[config.mk]
export PLATFORM = sky130hd
export DESIGN_NAME = command_frame_receiver_core
export DESIGN_NICKNAME = d
export VERILOG_FILES = /design/src/sv/cfr_pkg.sv /design/src/sv/command_frame_receiver_core.sv /design/src/sv/cfr_parser.sv /design/src/sv/cfr_out_skid.sv
export SDC_FILE = /design/constraint.sdc
export NUM_CORES = 1
export LEC_CHECK = 0
export BUFFER_PORTS_ARGS = -buffer_cell sky130_fd_sc_hd__buf_2
export CAP_MARGIN = 20
export CORE_MARGIN = 2
export CORE_UTILIZATION = 55
export DETAILED_ROUTE_END_ITERATION = 8
export PLACE_DENSITY = 0.74
export SLEW_MARGIN = 20
export SYNTH_ARGS = -nofsm -noshare
export SYNTH_HDL_FRONTEND = slang
export SYNTH_SLANG_ARGS = --single-unit
export TNS_END_PERCENT = 10
[constraint.sdc]
create_clock -name clk -period 5.45 [get_ports clk]
set_input_delay 1.09 -clock clk [delete_from_list [all_inputs] [get_ports clk]]
set_output_delay 1.09 -clock clk [all_outputs]
set_load 0.02 [all_outputs]
[src/sv/cfr_pkg.sv]
// shared types and constants for the command frame receiver
`timescale 1ns / 1ps

package cfr_pkg;

  // frame head bytes
  localparam logic [7:0] HEAD1 = 8'h10;
  localparam logic [7:0] HEAD2 = 8'h01;

  // opcodes
  localparam logic [7:0] OP_BELL = 8'h01;
  localparam logic [7:0] OP_LED  = 8'h02;
  localparam logic [7:0] OP_REQ  = 8'h03;

  // first payload byte values that switch a flag on
  localparam logic [7:0] BELL_ON_CODE = 8'h01;
  localparam logic [7:0] LED_ON_CODE  = 8'h03;

  // result status codes
  typedef enum logic [2:0] {
    ST_BUSY      = 3'd0,
    ST_OK        = 3'd1,
    ST_BAD_HEAD1 = 3'd2,
    ST_BAD_HEAD2 = 3'd3,
    ST_BAD_SUM   = 3'd4,
    ST_TOO_LONG  = 3'd5
  } status_t;

  // one result item, last field in the lowest bits when packed to tdata
  typedef struct packed {
    logic    data_request;
    logic    bell_on;
    logic    led_on;
    status_t status;
  } result_t;

  localparam int RESULT_W = $bits(result_t);

endpackage

[src/sv/command_frame_receiver_core.sv]
// command frame receiver top level: byte stream in, one status transaction out per byte
// an accepted byte's result is registered in the result register, or in the skid entry
//   while that one waits; throughput: one byte per cycle while the skid entry is empty;
//   the parser updates counter, checksum and flags in the same cycle the byte is accepted
// a result register plus one skid entry lets a byte be accepted while a result waits
// reset: synchronous active-low rst_n clears the parser state, both flags and the output valid flags
`timescale 1ns / 1ps

module command_frame_receiver_core #(
  parameter int MAX_PAYLOAD = 16
) (
  input  logic       clk,
  input  logic       rst_n,
  // byte input stream
  input  logic       in_tvalid,
  output logic       in_tready,
  input  logic [7:0] in_tdata,   // [7:0] rx_byte
  // result stream
  output logic       out_tvalid,
  input  logic       out_tready,
  output logic [7:0] out_tdata   // [2:0] status, [3] led_on, [4] bell_on, [5] data_request
);
  import cfr_pkg::*;

  logic    in_fire;
  result_t parse_result;
  result_t out_result;

  // a byte transaction completes when both sides agree
  assign in_fire = in_tvalid & in_tready;

  // parser: all per-byte work happens between the state registers
  cfr_parser #(
    .MAX_PAYLOAD(MAX_PAYLOAD)
  ) u_parser (
    .clk      (clk),
    .rst_n    (rst_n),
    .byte_fire(in_fire),
    .rx_byte  (in_tdata),
    .result   (parse_result)
  );

  // output stage decouples the sink's backpressure from byte intake
  cfr_out_skid u_out (
    .clk       (clk),
    .rst_n     (rst_n),
    .push      (in_fire),
    .push_data (parse_result),
    .push_ready(in_tready),
    .out_valid (out_tvalid),
    .out_ready (out_tready),
    .out_data  (out_result)
  );

  // pack result fields, zero fill to a whole byte
  assign out_tdata = {(8 - RESULT_W)'(0), out_result};

endmodule

[src/sv/cfr_parser.sv]
// frame parser: position counter, running checksum and control flags
`timescale 1ns / 1ps

module cfr_parser #(
  parameter int MAX_PAYLOAD = 16
) (
  input  logic            clk,
  input  logic            rst_n,
  input  logic            byte_fire,
  input  logic [7:0]      rx_byte,
  output cfr_pkg::result_t result
);
  import cfr_pkg::*;

  localparam int CNT_W = $clog2(MAX_PAYLOAD + 5);
  localparam int LEN_W = $clog2(MAX_PAYLOAD + 1);

  localparam logic [CNT_W-1:0] POS_HEAD1   = CNT_W'(0);
  localparam logic [CNT_W-1:0] POS_HEAD2   = CNT_W'(1);
  localparam logic [CNT_W-1:0] POS_OPCODE  = CNT_W'(2);
  localparam logic [CNT_W-1:0] POS_LENGTH  = CNT_W'(3);
  localparam logic [CNT_W-1:0] POS_PAYLOAD = CNT_W'(4);
  localparam logic [7:0]       MAX_LEN     = 8'(MAX_PAYLOAD);

  logic [CNT_W-1:0] count_r, count_nxt;
  logic [7:0]       sum_r, sum_nxt;
  logic [7:0]       opcode_r, opcode_nxt;
  logic [LEN_W-1:0] len_r, len_nxt;
  logic [7:0]       first_r, first_nxt;
  logic             led_r, led_nxt;
  logic             bell_r, bell_nxt;
  status_t          status;
  logic             req;
  logic [7:0]       sum_add;
  logic [CNT_W-1:0] last_payload_end;

  assign sum_add          = sum_r + rx_byte;
  assign last_payload_end = POS_PAYLOAD + CNT_W'(len_r);

  always_comb begin
    count_nxt  = count_r;
    sum_nxt    = sum_r;
    opcode_nxt = opcode_r;
    len_nxt    = len_r;
    first_nxt  = first_r;
    led_nxt    = led_r;
    bell_nxt   = bell_r;
    status     = ST_BUSY;
    req        = 1'b0;
    case (count_r)
      POS_HEAD1: begin
        if (rx_byte != HEAD1) begin
          status = ST_BAD_HEAD1;
        end else begin
          sum_nxt   = rx_byte;
          count_nxt = POS_HEAD2;
        end
      end
      POS_HEAD2: begin
        if (rx_byte != HEAD2) begin
          status    = ST_BAD_HEAD2;
          count_nxt = POS_HEAD1;
          sum_nxt   = 8'd0;
        end else begin
          sum_nxt   = sum_add;
          count_nxt = POS_OPCODE;
        end
      end
      POS_OPCODE: begin
        opcode_nxt = rx_byte;
        sum_nxt    = sum_add;
        count_nxt  = POS_LENGTH;
      end
      POS_LENGTH: begin
        if (rx_byte > MAX_LEN) begin
          status    = ST_TOO_LONG;
          count_nxt = POS_HEAD1;
          sum_nxt   = 8'd0;
        end else begin
          len_nxt   = LEN_W'(rx_byte);
          sum_nxt   = sum_add;
          count_nxt = POS_PAYLOAD;
        end
      end
      default: begin
        // zero length: the checksum byte doubles as the first payload byte
        if (count_r == POS_PAYLOAD) begin
          first_nxt = rx_byte;
        end
        if (count_r < last_payload_end) begin
          sum_nxt   = sum_add;
          count_nxt = count_r + CNT_W'(1);
        end else begin
          if (rx_byte != sum_r) begin
            status = ST_BAD_SUM;
          end else begin
            status = ST_OK;
            if (opcode_r == OP_BELL) begin
              bell_nxt = (first_nxt == BELL_ON_CODE);
            end else if (opcode_r == OP_LED) begin
              led_nxt = (first_nxt == LED_ON_CODE);
            end else if (opcode_r == OP_REQ) begin
              req = 1'b1;
            end
          end
          count_nxt = POS_HEAD1;
          sum_nxt   = 8'd0;
        end
      end
    endcase
  end

  assign result.status       = status;
  assign result.led_on       = led_nxt;
  assign result.bell_on      = bell_nxt;
  assign result.data_request = req;

  always_ff @(posedge clk) begin
    if (!rst_n) begin
      count_r  <= '0;
      sum_r    <= '0;
      opcode_r <= '0;
      len_r    <= '0;
      first_r  <= '0;
      led_r    <= 1'b0;
      bell_r   <= 1'b0;
    end else if (byte_fire) begin
      count_r  <= count_nxt;
      sum_r    <= sum_nxt;
      opcode_r <= opcode_nxt;
      len_r    <= len_nxt;
      first_r  <= first_nxt;
      led_r    <= led_nxt;
      bell_r   <= bell_nxt;
    end
  end

endmodule

[src/sv/cfr_out_skid.sv]
// result register with one skid entry
`timescale 1ns / 1ps

module cfr_out_skid (
  input  logic             clk,
  input  logic             rst_n,
  input  logic             push,
  input  cfr_pkg::result_t push_data,
  output logic             push_ready,
  output logic             out_valid,
  input  logic             out_ready,
  output cfr_pkg::result_t out_data
);
  import cfr_pkg::*;

  logic    main_valid_r;
  logic    skid_valid_r;
  result_t main_data_r;
  result_t skid_data_r;
  logic    taken;

  assign taken      = main_valid_r & out_ready;
  assign push_ready = ~skid_valid_r;
  assign out_valid  = main_valid_r;
  assign out_data   = main_data_r;

  always_ff @(posedge clk) begin
    if (!rst_n) begin
      main_valid_r <= 1'b0;
      skid_valid_r <= 1'b0;
    end else if (skid_valid_r) begin
      if (taken) begin
        skid_valid_r <= 1'b0;
      end
    end else if (push) begin
      if (main_valid_r && !taken) begin
        skid_valid_r <= 1'b1;
      end else begin
        main_valid_r <= 1'b1;
      end
    end else if (taken) begin
      main_valid_r <= 1'b0;
    end
  end

  always_ff @(posedge clk) begin
    if (skid_valid_r) begin
      if (taken) begin
        main_data_r <= skid_data_r;
      end
    end else if (push) begin
      if (main_valid_r && !taken) begin
        skid_data_r <= push_data;
      end else begin
        main_data_r <= push_data;
      end
    end
  end

endmodule

* Yosys cells after proc, flatten, opt, wreduce, memory -nomap -nowiden
Cells that the tools add are included.
** Operators by class
- Reduce and logical (&&, ||, !) cells :: 13
- Equal/unequal tests :: 16
- Bitwise operators :: 5
- Magnitude comparators :: 2
- Add/subtract/negate cells :: 3
- Muxes and demuxes :: 44
** Operator list (number)
- 8-bit two-way mux :: 6
- 8-bit case mux with 4 select lines :: 1
- 8-bit by 2-bit equality test with 1-bit output, second input constant :: 3
- 6-bit two-way mux :: 4
- 1-bit two-way mux :: 22
- 5-bit case mux with 4 select lines :: 1
- 8-bit by 1-bit equality test with 1-bit output, second input constant :: 2
- 3-bit two-way mux :: 4
- 3-bit case mux with 4 select lines :: 1
- 3-bit AND reduction :: 4
- 5-bit by 2-bit equality test with 1-bit output, second input constant :: 2
- 5-bit two-way mux :: 2
- 8-bit adder :: 1
- 8-bit by 5-bit greater-than comparator with 1-bit output, second input constant :: 1
- 8-bit by 1-bit inequality test with 1-bit output, second input constant :: 1
- 8-bit by 5-bit inequality test with 1-bit output, second input constant :: 1
- 8-bit inequality test :: 1
- 2-bit two-way mux :: 3
- 2-bit inequality test, second input constant :: 3
- 2-bit AND reduction :: 3
- 3-bit by 5-bit adder with 5-bit output, first input constant :: 1
- 5-bit by 1-bit adder with 5-bit output, second input constant :: 1
- 5-bit by 1-bit equality test with 1-bit output, second input constant :: 1
- 5-bit by 3-bit equality test with 1-bit output, second input constant :: 1
- other kinds (9) :: 13
** Word-level totals
- Bits in registers :: 50
- Logic and storage cells :: 100
- Output and inout port bits :: 10
- Bits of input ports :: 12

* Depth between registers and ports, before layout
Gate-level depths: netlist of run 1.
- Depth after elaboration :: 12
- Mapped depth :: 10
- Depth with buffers taken out :: 9

* Cells and area by module
From an unflattened synthesis of run 1, not the netlist that was laid out.
** Second synthesis, totals
- Cells, all modules :: 308
- Area total of the unflattened synthesis :: 2821.5 µm²
** Modules (own cells, without submodules)
- cfr_parser :: seq. area each 720.7 µm², area each 2244.7 µm², times used 1, cells each 271
- cfr_out_skid :: seq. area each 400.4 µm², area each 551.8 µm², times used 1, cells each 33
- command_frame_receiver_core :: seq. area each 0.0 µm², area each 25.0 µm², times used 1, cells each 4

* Worst setup path before layout of run 1
No wires, ideal clock.
- Kind :: input port to flip-flop
- From :: in in_tdata[1]
- To :: reg u_out.main_data_r, in the netlist u_out.out_data[4], data pin
- Setup time :: 0.260 ns
- Arrival time :: 2.836 ns
- Path buffers :: 0
- Stages :: 6
- Path slack :: 2.354 ns
- Required time :: 5.190 ns
- Cells stage by stage :: ha_1 -> nor4_1 -> nand3_1 -> nor4_1 -> mux2_2 -> mux2_2
** RTL lines
- start: declaration :: line command_frame_receiver_core.sv:17 : input logic [7:0] in_tdata,
- end signal: assignment :: line cfr_out_skid.sv:49 : main_data_r <= skid_data_r;
- end signal: assignment :: line cfr_out_skid.sv:55 : main_data_r <= push_data;
- end: declaration :: line cfr_out_skid.sv:18 : result_t main_data_r;

==> results of run 1 <==
==> tightest hold or removal path, stage by stage, from the launching register on <==
cell	delay [ps]
sky130_fd_sc_hd__dfxtp_1	320
sky130_fd_sc_hd__nand2_1	50
sky130_fd_sc_hd__a21oi_1	50
==> cell type report <==
| cell class | instances | area [µm²] | share of cell area |
|---|---|---|---|
| inverters | 11 | 41.3 | 0.0138 |
| flip-flops and latches | 50 | 1120 | 0.375 |
| repair buffers | 20 | 103 | 0.0343 |
| clock inverters | 2 | 13.8 | 0.00460 |
| clock buffers | 6 | 72.6 | 0.0242 |
| multi-input cells | 237 | 1560 | 0.520 |
| well taps | 67 | 83.8 | 0.0280 |
==> layer usage <==
layer,global-route usage,wire length (µm),vias up
li1,-,-,1163
met1,0.334,2820,1085
met2,0.392,2990,66
met3,0.0428,350,6
met4,0.0682,73,0
met5,0,0,-
==> state kept, by name (all words and copies together) (netlist names) <==
| register | flops |
|---|---|
| u_out.skid_valid_r | 1 |
| u_parser.first_r | 8 |
| u_out.out_valid | 1 |
| u_parser.len_r | 5 |
| u_parser.bell_r | 1 |
| u_parser.opcode_r | 8 |
| u_parser.led_r | 1 |
| u_out.out_data | 6 |
| u_parser.sum_r | 8 |
| u_out.skid_data_r | 6 |
| u_parser.count_r | 5 |
==> cell usage after synthesis, types with 2 or more instances <==
cell type	instances	area [µm²]
sky130_fd_sc_hd__mux2i_1	10	100
sky130_fd_sc_hd__a21o_1	3	22.5
sky130_fd_sc_hd__buf_2	2	10.0
sky130_fd_sc_hd__nand2b_1	3	18.8
sky130_fd_sc_hd__nor2b_1	2	12.5
sky130_fd_sc_hd__ha_1	16	200
sky130_fd_sc_hd__nand2_1	35	131
sky130_fd_sc_hd__edfxtp_1	12	360
sky130_fd_sc_hd__buf_4	2	15.0
sky130_fd_sc_hd__a211oi_1	5	37.5
sky130_fd_sc_hd__nor3_1	2	10.0
sky130_fd_sc_hd__and3_1	5	31.3
sky130_fd_sc_hd__nor3b_1	2	15.0
sky130_fd_sc_hd__a21oi_1	43	215
sky130_fd_sc_hd__nor2_1	18	67.6
sky130_fd_sc_hd__or3_1	4	25.0
sky130_fd_sc_hd__dfxtp_1	38	761
sky130_fd_sc_hd__clkinv_1	2	7.51
sky130_fd_sc_hd__nor4_1	5	31.3
sky130_fd_sc_hd__o211ai_1	3	22.5
sky130_fd_sc_hd__o21bai_1	3	22.5
sky130_fd_sc_hd__nand3_1	21	105
sky130_fd_sc_hd__nand3b_1	2	15.0
sky130_fd_sc_hd__clkbuf_1	11	41.3
sky130_fd_sc_hd__a2111oi_0	2	17.5
sky130_fd_sc_hd__xnor2_1	6	52.6
sky130_fd_sc_hd__mux2_2	6	67.6
sky130_fd_sc_hd__mux2_4	2	30.0
sky130_fd_sc_hd__inv_1	9	33.8
sky130_fd_sc_hd__o21ai_0	16	80.1
==> worst paths after layout <==
check	startpoint	to	cells past startpoint
setup reg to reg	u_parser.len_r[2]	u_out.out_data[4]	9
hold reg to reg	u_parser.first_r[5]	u_parser.first_r[5]	2
hold / removal	u_parser.first_r[5]	u_parser.first_r[5]	2
setup / recovery	in_tdata[1]	u_out.out_data[4]	7
==> cell families (layout without fill, tap and decap cells) <==
| group | Yosys count | count (layout) | share of synthesized area |
|---|---|---|---|
| compound gates | 85 | 85 | 0.190 |
| xor+xnor | 7 | 7 | 0.0219 |
| fa+ha+maj | 17 | 17 | 0.0788 |
| buf+inv | 27 | 39 | 0.0425 |
| flops | 50 | 50 | 0.401 |
| mux | 18 | 18 | 0.0708 |
| other cells | 1 | 2 | 0.00134 |
| simple gates | 108 | 108 | 0.193 |
==> power by group through the flow <==
| stage | sequential, W | combinational, W | clock, W |
|---|---|---|---|
| after floorplan | 0.000411 | 0.0000793 | 0 |
| after global placement | 0.000407 | 0.000114 | 0 |
| after detailed placement | 0.000407 | 0.000115 | 0 |
| after CTS | 0.000399 | 0.000116 | 0.000221 |
| after global routing | 0.000400 | 0.000130 | 0.000232 |
| final | 0.000399 | 0.000116 | 0.000214 |
==> placed cells by master, fill, tap and decap left out, types with 2 or more instances in the layout <==
cell type                   synthesis  final
sky130_fd_sc_hd__o211ai_1           3      3
sky130_fd_sc_hd__clkbuf_8           0      5
sky130_fd_sc_hd__a21o_1             3      3
sky130_fd_sc_hd__nand3b_1           2      2
sky130_fd_sc_hd__a211oi_1           5      5
sky130_fd_sc_hd__mux2_4             2      2
sky130_fd_sc_hd__o21ai_0           16     16
sky130_fd_sc_hd__nand2_1           35     35
sky130_fd_sc_hd__nor3_1             2      2
sky130_fd_sc_hd__o21bai_1           3      3
sky130_fd_sc_hd__nand2b_1           3      3
sky130_fd_sc_hd__a2111oi_0          2      2
sky130_fd_sc_hd__xnor2_1            6      6
sky130_fd_sc_hd__buf_2              2     19
sky130_fd_sc_hd__nor3b_1            2      2
sky130_fd_sc_hd__dfxtp_1           38     38
sky130_fd_sc_hd__clkinv_1           2      2
sky130_fd_sc_hd__nor2b_1            2      2
sky130_fd_sc_hd__edfxtp_1          12     12
sky130_fd_sc_hd__mux2i_1           10     10
sky130_fd_sc_hd__a21oi_1           43     43
sky130_fd_sc_hd__mux2_2             6      6
sky130_fd_sc_hd__or3_1              4      4
sky130_fd_sc_hd__inv_1              9      9
sky130_fd_sc_hd__nor2_1            18     18
sky130_fd_sc_hd__nand3_1           21     21
sky130_fd_sc_hd__ha_1              16     16
sky130_fd_sc_hd__and3_1             5      5
sky130_fd_sc_hd__conb_1             1      2
sky130_fd_sc_hd__nor4_1             5      5
==> per-stage QoR <==
step                cell area, µm²   util  setup slack (ps)  power [W]
floorplan                     2800      -              2350   0.000490
global placement              2910  0.603              2020   0.000521
detailed placement            2910  0.603              1870   0.000523
CTS                           2990  0.621              2210   0.000735
global route                  2990  0.621              2020   0.000762
finish                        2990  0.621              2170   0.000729
==> results.env, run 1 <==
RUN_STATUS='completed'
DIE_WIDTH_UM=75.3
TIMING_MAX_TRANSITION_VIOLATIONS_FINAL=0
IOS=22
NUMCLOCKSINKS=50
AREAGROWTHSYNTHTOFINISH_PCT=7.12
YS_WARN_COUNT=0
ANTENNA_FOUND_INITIAL=0
VIAS_IN_THE_FIRST_GLOBAL_ROUTE=2133
CRITPATHMAXFANOUT=10
POST_DETAILED_ROUTE_VIA_TO_CELL_RATIO=5.90
DRT_FIRST_ITER_VIOLATIONS=204
MAXSLEWHEADROOM=0.332
MAXIMUM_NUMBER_OF_PINS_ON_ONE_NET_BEFORE_GLOBAL_ROUTE_REPAIR=35
ASYNC_FLOP_SHARE=0
DESIGN.DIE.AREA_UM2=5670
FIN_WORST_HOLD_SLACK_PS=461
SYNTH_CELL_TYPE_COUNT=53
DRT_PASS1_ITERATIONS=4
FINAL.PERIOD_UTILIZATION=0.601
VDD_DROP_MAX_mV=0.130
WORSTMARGINPINSLEW_PS=996
FILL_CELLS=451
MAPPEDNETLISTAREA_UM2=2790
CTS_RESIZED=0
CTS_HTREE_LEVELS=2
TRITONCTS.NUM_BUFFERS=5
SEQ_AREA_FRAC_SYNTH=0.401
NUMBER_OF_HOLD_VIOLATIONS_IN_THE_FINAL_REPORT=0
TIMING.FMAX_GHz=0.305
CORE_AREA_UM2=4820
PLACEDCELLCOUNT=385
FP-ROW-COUNT=25
WORST_SETUP_HOLD_PATH_CLK_SLEW_PS=90
FINALSETUPVIOLATIONS=0
SYN_AREA_PER_CELL_UM2=8.93
SYNTH-SEQ-CELLS=50
CRIT_SLOWEST_CELL='sky130_fd_sc_hd__nor4_1'
NETSWITCHINGPOWER_W=0.000206
PORTBUFS=19
NUMBER_OF_FLOPS_MAPPED_TO_ENABLE_CELLS_BY_YOSYS=12
POWER.SWITCHING_FRACTION=0.283
GLOBAL_ROUTE_WIRE_LENGTH_BEFORE_REPAIR_MM=10.3
FAMILY_WITH_THE_MOST_DELAY_ON_THE_WORST_PATH='simple AND/OR/NAND/NOR gates'
CP.REQUIRED_PS=5510
DETAIL_ROUTE.DRC_VIOLATIONS=0
FLOORPLAN.INITIALDENSITY=0.580
CRITICAL_PATH.MAX_STAGE_DELAY_PS=520
NETS=354
CELL_INTERNAL_PWR_W=0.000523
DPL.HPWL_MM=4.62
INSERTION_DELAY_TO_THE_LATER_SINK_OF_THE_WORST_SKEW_PAIR_PS=300
ROOT_BUFFER='sky130_fd_sc_hd__clkbuf_8'
CRITICAL_PATH.CELL_CHAIN='buf_2, ha_1, nor4_1, nand3_1, nor4_1, mux2_2, mux2_2'
NETLIST_INSTANCES=313
START_KIND='input port'
POST_ROUTE_CELLS_DRIVE_ABOVE_1_SHARE=0.129
POST_CTS_HOLD_BUFFERS=0
P_COMB_FRAC=0.159
VIAS=2320
SYNTH_TOP_FLOP_CELL='sky130_fd_sc_hd__dfxtp_1'
LEAKAGE_nW=1.11
PD_CELLS_nW_PER_UM2=244
END_KIND='register'
SETUP-TNS-FINAL_PS=0
CLOCK_BUFFER_DEPTH=2
TRITONCTS_CLOCK_TREE='built'
GRT_SETUP_UNREPAIRED='false'
FINAL-INSTANCE-COUNT-EXCL-FILL=393
REGTOREGSETUPSLACK_PS=2540
GRT.OVERFLOW.TOTAL=0
AVGROUTEDWIREPERCELL_UM=15.9
NUMBER_OF_MAX_CAP_VIOLATIONS=0
ROUTE.ANTENNA.REMAINING_NETS=0
TIME_THE_FINAL_WORST_PATH_NEEDS_WITH_I_O_DELAYS_AND_SETUP_PS=3280
TIMING_WORST_SETUP_PATH_TYPE='input port to register'
POWER_FRAC_SEQ=0.547
TIMING.CRITICAL_PATH.ARRIVAL_PS=3340
INSERTEDDIODECOUNT=0
FINAL.SETUP_SKEW_PS=7.10
ROUTED_WIRELENGTH_MM=6.24
CTS_POST_SETUP_BUFFERS_INSERTED=0
HP-CLASS='register to register'
SHARE_CLK_OF_TOTAL_POWER=0.294
DIE_Y_UM=75.3
CRITICAL_PATH.N_BUFFERS_INVERTERS=1
GRT_USE_TOTAL=0.242
ROUTABILITYCONGESTION=0.913
No activity file was read; power rests on OpenSTA's default activity.
==> run 2, diff against run 1 <==
- ABC_AREA: default -> 1
- clock period: 5.45 -> 3.05 ns (I/O delays scaled with it)
==> run 2 against run 1 <==
Core utilization is 0.13 points higher. Sequential cell count did not move. Critical path type is now register to register. First-iteration DRC count is 14% lower. Sequential share of layout area decreased by 2.6 points. Clock power rose by 89%. Final cell count is 32% higher. Hold slack got worse by 1.3 ps. Largest power group is now combinational cells. Die area rose by 6.8%. Combinational power grew to 11 times the previous value.
==> results.env, run 2 <==
DIE_Y_UM=77.8  # +3.3%
REG.LARGEST.LIST='u_parser.first_r: 8 flops, u_parser.opcode_r: 8 flops, u_parser.sum_r: 8 flops'
GRT_USE_TOTAL=0.232  # -0.0102
POST_DETAILED_ROUTE_VIA_TO_CELL_RATIO=5.15  # -13%
CTS_POST_SETUP_BUFFERS_INSERTED=0  # unchanged
SYNTH_TOP_CELLS_BY_COUNT='sky130_fd_sc_hd__nand2_1 (110), sky130_fd_sc_hd__nor2_1 (56), sky130_fd_sc_hd__inv_1 (44)'
TIMING_WORST_SETUP_PATH_TYPE='register to register'
VIAS_IN_THE_FIRST_GLOBAL_ROUTE=2468  # +16%
RUN_STATUS='completed'
CTS_RESIZED=0  # unchanged
AVGROUTEDWIREPERCELL_UM=12.5  # -21%
GRT.OVERFLOW.TOTAL=0  # unchanged
LEAKAGE_nW=1.52  # +37%
ANTENNA_FOUND_INITIAL=0  # unchanged
POST_ROUTE_CELLS_DRIVE_ABOVE_1_SHARE=0.112  # -0.0172
SYNTHMOSTINSTANTIATEDCELL='sky130_fd_sc_hd__nand2_1'
TIME_THE_FINAL_WORST_PATH_NEEDS_WITH_I_O_DELAYS_AND_SETUP_PS=2330
CP.REQUIRED_PS=3290  # -2220 ps
INSERTION_DELAY_TO_THE_LATER_SINK_OF_THE_WORST_SKEW_PAIR_PS=310  # about the same
NUMBER_OF_FLOPS_MAPPED_TO_ENABLE_CELLS_BY_YOSYS=12  # unchanged
GLOBAL_ROUTE_WIRE_LENGTH_BEFORE_REPAIR_MM=11.3  # +9.6%
SYNTHDOMINANTAREACELLTYPE='sky130_fd_sc_hd__dfxtp_1'
NUMBER_OF_MAX_CAP_VIOLATIONS=0  # unchanged
VIAS=2669  # +15%
IOS=22  # unchanged
ROUTE.ANTENNA.REMAINING_NETS=0  # unchanged
SETUP-TNS-FINAL_PS=0  # unchanged
MAPPEDNETLISTAREA_UM2=3000  # +7.2%
SYN_AREA_PER_CELL_UM2=6.98  # -22%
SYNTH_TOP_FLOP_CELL='sky130_fd_sc_hd__dfxtp_1'
TIMING.FMAX_GHz=0.429
FINALSETUPVIOLATIONS=0  # unchanged
FF2FF_PATH_DEPTH=12  # +3
NETS=476  # +34%
GRT_SETUP_UNREPAIRED='false'
WORST_SETUP_PATH_ENDPOINT='u_parser.sum_r[6]'
START_KIND='register'
TIMING.CRITICAL_PATH.ARRIVAL_PS=2570  # -770 ps
HP-CLASS='register to register'
LAYOUT_COMMONEST_CELL='sky130_fd_sc_hd__nand2_1'
REGTOREGSETUPSLACK_PS=720  # -1820 ps
SYNTH-SEQ-CELLS=50  # unchanged
DRT_PASS1_ITERATIONS=4  # unchanged
LAYOUT.CELLS.MOST_COMMON_LIST='sky130_fd_sc_hd__nand2_1 (110), sky130_fd_sc_hd__nor2_1 (56), sky130_fd_sc_hd__inv_1 (44), sky130_fd_sc_hd__dfxtp_1 (38), sky130_fd_sc_hd__a21oi_1 (35)'
SYNTH_CELL_TYPE_COUNT=39  # -26%
MAXIMUM_NUMBER_OF_PINS_ON_ONE_NET_BEFORE_GLOBAL_ROUTE_REPAIR=20  # -43%
WORST_SETUP_HOLD_PATH_CLK_SLEW_PS=100  # about the same
PLACED_CELL_AREA_UM2=3130  # +7.7%
R2R-START='u_parser.count_r[1]'
ROOT_BUFFER='sky130_fd_sc_hd__clkbuf_8'
NETLIST_INSTANCES=429  # +37%
NUMCLOCKSINKS=50  # unchanged
YOSYS.AREA.TOP_TYPE_SHARE=0.254  # -0.0183
PORTBUFS=19  # unchanged
TRITONCTS_CLOCK_TREE='built'
ASYNC_FLOP_SHARE=0  # unchanged
CRITPATHMAXFANOUT=15  # +5
NUMBER_OF_HOLD_VIOLATIONS_IN_THE_FINAL_REPORT=0  # unchanged
CLOCK_BUFFER_DEPTH=2  # unchanged
DETAIL_ROUTE.DRC_VIOLATIONS=0  # unchanged
YS_WARN_COUNT=0  # unchanged
INSERTEDDIODECOUNT=0  # unchanged
AREAGROWTHSYNTHTOFINISH_PCT=7.52
CTS_HTREE_LEVELS=2  # unchanged
TIMING_MAX_TRANSITION_VIOLATIONS_FINAL=0  # unchanged
FLOORPLAN.INITIALDENSITY=0.579  # -0.000900
POST_CTS_HOLD_BUFFERS=0  # unchanged
R2R-END='u_parser.sum_r[6]'
ROUTED_WIRELENGTH_MM=6.49  # +4.0%
ROUTABILITYCONGESTION=0.865  # -5.2%
FINAL.PERIOD_UTILIZATION=0.763
SYNTH.AREA.TOP_CELLS='sky130_fd_sc_hd__dfxtp_1 (25%), sky130_fd_sc_hd__nand2_1 (14%), sky130_fd_sc_hd__edfxtp_1 (12%), sky130_fd_sc_hd__nor2_1 (7.0%), sky130_fd_sc_hd__ha_1 (6.7%)'
TRITONCTS.NUM_BUFFERS=5  # unchanged
DIE_WIDTH_UM=77.8  # +3.3%
DPL.HPWL_MM=4.76  # +3.0%
CORE_AREA_UM2=5170  # +7.4%
FINAL.SETUP_SKEW_PS=4.67  # -2.43 ps
SEQ_AREA_FRAC_SYNTH=0.374  # -0.0270
DESIGN.DIE.AREA_UM2=6050  # +6.8%
FP-ROW-COUNT=26  # +4.0%
FINAL_AREA_UM2=3220  # +7.6%
END_KIND='register'
VDD_DROP_MAX_mV=0.341  # +160%
DRT_FIRST_ITER_VIOLATIONS=176  # -14%
STARTPOINT='u_parser.count_r[1]'
PD_CELLS_nW_PER_UM2=795  # +230%
## run 2: worst min path at each step
stage / start / slack, ps / end / depth (start not counted)
2_1_floorplan: u_parser.len_r[0] / 420 / u_parser.len_r[0] / 2
3_3_place_gp: u_parser.len_r[0] / 450 / u_parser.len_r[0] / 2
3_5_place_dp: u_parser.len_r[0] / 450 / u_parser.len_r[0] / 2
4_1_cts: u_parser.len_r[0] / 460 / u_parser.len_r[0] / 2
5_1_grt: u_parser.first_r[6] / 490 / u_parser.first_r[6] / 2
6_report: u_parser.len_r[0] / 460 / u_parser.len_r[0] / 2
## run 2: layout make-up
cell class	count	area (µm²)
fill	494	1950
inverter	51	193
multi-input combinational	317	1610
timing repair buffer	22	118
clock inverter	3	20.0
clock buffer	5	68.8
tap	70	87.6
sequential	50	1120
## run 2: cells by family after synthesis
group,after synthesis,synth area share
buf+inv,63,0.0886
fa+ha+maj,17,0.0735
other cells,1,0.00125
compound gates,77,0.135
xor+xnor,5,0.0146
simple gates,216,0.312
flops,50,0.374
## run 2: report_power, final
group | switching, W | internal (W)
logic | 0.000858 | 0.000410
clock network | 0.000243 | 0.000162
registers | 0.0000804 | 0.000807
## run 2: routing by layer
layer  share of wire  global-route usage  up-vias
met1            0.47               0.308     1186
met5               0                   0        -
met4          0.0089              0.0536        0
li1                -                   -     1413
met2            0.46               0.384       63
met3           0.062              0.0500        7
## run 2: per-stage QoR
stage	utilization	hold slack, ps	total power (W)	worst slack, ps	std cells
global placement	0.605	445	0.00212	729	510
CTS	0.623	464	0.00255	759	518
detailed placement	0.605	449	0.00215	660	510
finish	0.623	460	0.00256	721	518
global route	0.623	491	0.00278	536	518
floorplan	-	424	0.00191	1080	430
## run 2: worst max-delay path, stage by stage (launching register included)
cell and delay (ps):
sky130_fd_sc_hd__dfxtp_1 480, sky130_fd_sc_hd__inv_1 100, sky130_fd_sc_hd__ha_1 190, sky130_fd_sc_hd__inv_1 50, sky130_fd_sc_hd__nor2_1 30, sky130_fd_sc_hd__buf_4 180, sky130_fd_sc_hd__nand2_2 90, sky130_fd_sc_hd__inv_2 70
sky130_fd_sc_hd__nand2_1 120, sky130_fd_sc_hd__nand2_1 310, sky130_fd_sc_hd__inv_2 350, sky130_fd_sc_hd__o21ai_0 130, sky130_fd_sc_hd__a21oi_1 160
==> run 3, diff against run 2 <==
- ABC_AREA: 1 -> 0
- CORE_UTILIZATION: 55 -> 54
- PLACE_DENSITY: 0.74 -> 0.76
- clock period: 3.05 -> 2.1 ns (I/O delays scaled with it)
==> run 3 against run 2 <==
The flow now finishes with violations (setup timing). Sequential share of layout area shrank 2.5 points. Clock skew increased by 3.4 ps. Sequential power increased by 16%. Critical path depth down 3. Largest power group is now sequential cells. Total power is 23% lower. Combinational power decreased by 70%. Highest routed layer unchanged. Critical path type unchanged. Non-clock buffer count grew 49. Die area decreased by 4.7%. Hold slack worse by 150 ps. Final cell count is 14% lower.
==> results.env, run 3 (synthesis gave the netlist of run 1 again) <==
NUMCLOCKSINKS=50  # unchanged
REG.LARGEST.LIST='u_parser.first_r: 8 flops, u_parser.opcode_r: 8 flops, u_parser.sum_r: 8 flops'
POST_DETAILED_ROUTE_VIA_TO_CELL_RATIO=5.55  # +7.6%
ROUTED_WIRELENGTH_MM=6.68  # +2.9%
VIOLATIONS='setup timing'
IOS=22  # unchanged
ROUTE.ANTENNA.REMAINING_NETS=0  # unchanged
ROOT_BUFFER='sky130_fd_sc_hd__clkbuf_8'
DESIGN.DIE.AREA_UM2=5770  # -4.7%
TRITONCTS.NUM_BUFFERS=5  # unchanged
VIAS_IN_THE_FIRST_GLOBAL_ROUTE=2406  # -2.5%
CLOCK_BUFFER_DEPTH=2  # unchanged
TIMING.CRITICAL_PATH.ARRIVAL_PS=2780  # +210 ps
VDD_DROP_MAX_mV=0.334  # -2.1%
FP-ROW-COUNT=26  # unchanged
CRITPATHMAXFANOUT=3  # -12
FINAL-INSTANCE-COUNT-EXCL-FILL=447  # -14%
FLOORPLAN.INITIALDENSITY=0.554  # -0.0250
FINAL.PERIOD_UTILIZATION=1.29  # +0.529
MAXSLEWHEADROOM=0.613
TIME_THE_FINAL_WORST_PATH_NEEDS_WITH_I_O_DELAYS_AND_SETUP_PS=2720  # +387 ps
GRT.OVERFLOW.TOTAL=0  # unchanged
DIE_WIDTH_UM=75.9  # -2.4%
POST_ROUTE_CELLS_DRIVE_ABOVE_1_SHARE=0.294  # +0.183
NUMBER_OF_HOLD_VIOLATIONS_IN_THE_FINAL_REPORT=0  # unchanged
START_KIND='register'
GRT_USE_TOTAL=0.244  # +0.0121
ANTENNA_FOUND_INITIAL=0  # unchanged
FIN_WORST_HOLD_SLACK_PS=311  # -149 ps
HP-CLASS='input port to register'
DRT_PASS1_ITERATIONS=4  # unchanged
CTS_HTREE_LEVELS=2  # unchanged
LAYOUT_COMMONEST_CELL='sky130_fd_sc_hd__buf_4'
TRITONCTS_CLOCK_TREE='built'
REGTOREGSETUPSLACK_PS=-620  # -1340 ps
TIMING_WORST_SETUP_PATH_TYPE='register to register'
DETAIL_ROUTE.DRC_VIOLATIONS=0  # unchanged
PD_CELLS_nW_PER_UM2=569  # -28%
FINALWORSTSETUPSLACK_PS=-615  # -1340 ps
PLACEDCELLCOUNT=436  # -15%
DPL.HPWL_MM=4.88  # +2.7%
CP.REQUIRED_PS=2160  # -1130 ps
LEAKAGE_nW=1.39  # -8.6%
AREAGROWTHSYNTHTOFINISH_PCT=24.7
RUN_STATUS='finished, violations left'
MAXIMUM_NUMBER_OF_PINS_ON_ONE_NET_BEFORE_GLOBAL_ROUTE_REPAIR=35  # +75%
DIE_Y_UM=75.9  # -2.4%
PORTBUFS=19  # unchanged
LAYOUT.CELLS.MOST_COMMON_LIST='sky130_fd_sc_hd__buf_4 (50), sky130_fd_sc_hd__a21oi_1 (43), sky130_fd_sc_hd__nand2_1 (35), sky130_fd_sc_hd__dfxtp_1 (34), sky130_fd_sc_hd__nand3_1 (21)'
ROUTABILITYCONGESTION=0.863  # -0.25%
NUMBER_OF_MAX_CAP_VIOLATIONS=0  # unchanged
TIMING.FMAX_GHz=0.368  # -14%
VIAS=2479  # -7.1%
POST-ROUTE-UTIL=0.691  # +0.0682
WORSTMARGINPINSLEW_PS=580
POST_CTS_HOLD_BUFFERS=0  # unchanged
END_KIND='register'
WORST_SETUP_HOLD_PATH_CLK_SLEW_PS=90  # about the same
DRT_FIRST_ITER_VIOLATIONS=137  # -22%
INSERTION_DELAY_TO_THE_LATER_SINK_OF_THE_WORST_SKEW_PAIR_PS=310  # about the same
GLOBAL_ROUTE_WIRE_LENGTH_BEFORE_REPAIR_MM=11.4  # +0.85%
FINAL.SETUP_SKEW_PS=8.06  # +3.39 ps
INSERTEDDIODECOUNT=0  # unchanged
GRT_SETUP_UNREPAIRED='true'
CORE_AREA_UM2=5040  # -2.5%
FINALSETUPVIOLATIONS=20  # +20
TIMING_MAX_TRANSITION_VIOLATIONS_FINAL=0  # unchanged
AVGROUTEDWIREPERCELL_UM=14.9  # +19%
NETS=405  # -15%
==> run 3: repair_timing <==
| item | in CTS | in global routing |
|---|---|---|
| setup buffers | 2 | 1 |
| setup endpoints to repair | 20 | 24 |
| gates resized for setup | 17 | 6 |
| pin swaps | 5 | 1 |
==> run 3: stage by stage <==
stage          setup TNS [ps]  total power (W)  area [µm²]  setup WS (ps)
6_report                -3300          0.00198        3480           -615
5_1_grt                 -5050          0.00208        3480           -677
4_1_cts                 -3170          0.00198        3450           -616
3_5_place_dp            -4560          0.00143        3270           -636
3_3_place_gp            -4020          0.00142        3270           -590
2_1_floorplan           -2690          0.00127        2800           -557
==> run 3: layout make-up <==
class	instances	area, µm²
Clock buffer	5	68.8
Sequential cell	50	1130
Timing Repair Buffer	71	493
Inverter	11	41.3
Fill cell	414	1560
Tap cell	70	87.6
Clock inverter	3	20.0
Multi-Input combinational cell	237	1650
==> run 3: final timing paths <==
check / from / to / depth (start not counted)
setup / recovery: u_parser.len_r[3] / u_out.out_data[3] / 9
setup reg to reg: u_parser.len_r[3] / u_out.out_data[3] / 9
hold / removal: out_tready / u_out.skid_valid_r / 2
hold reg to reg: u_parser.first_r[2] / u_parser.first_r[2] / 2
==> run 3: report_power, final <==
part	internal (W)	total, W	leakage [nW]	switching, W
logic	0.000168	0.000387	0.919	0.000219
registers	0.00102	0.00103	0.420	0.0000177
clock network	0.000236	0.000563	0.0484	0.000327
total	0.00142	0.00198	1.39	0.000564
==> run 3: routing by layer <==
layer | vias to the layer above | global-route usage | wire length (µm)
met1 | 1163 | 0.316 | 2960
met4 | 0 | 0.0836 | 91
li1 | 1254 | - | -
met2 | 53 | 0.419 | 3380
met5 | - | 0 | 0
met3 | 9 | 0.0333 | 247
==> run 3: worst max-delay path, stage by stage (launching register included) <==
cell,delay [ps]
sky130_fd_sc_hd__dfxtp_2,350
sky130_fd_sc_hd__ha_4,260
sky130_fd_sc_hd__inv_2,40
sky130_fd_sc_hd__ha_4,250
sky130_fd_sc_hd__o211ai_1,100
sky130_fd_sc_hd__o211ai_1,270
sky130_fd_sc_hd__o211ai_4,120
sky130_fd_sc_hd__or4_4,510
sky130_fd_sc_hd__mux2_4,320
sky130_fd_sc_hd__mux2_4,260
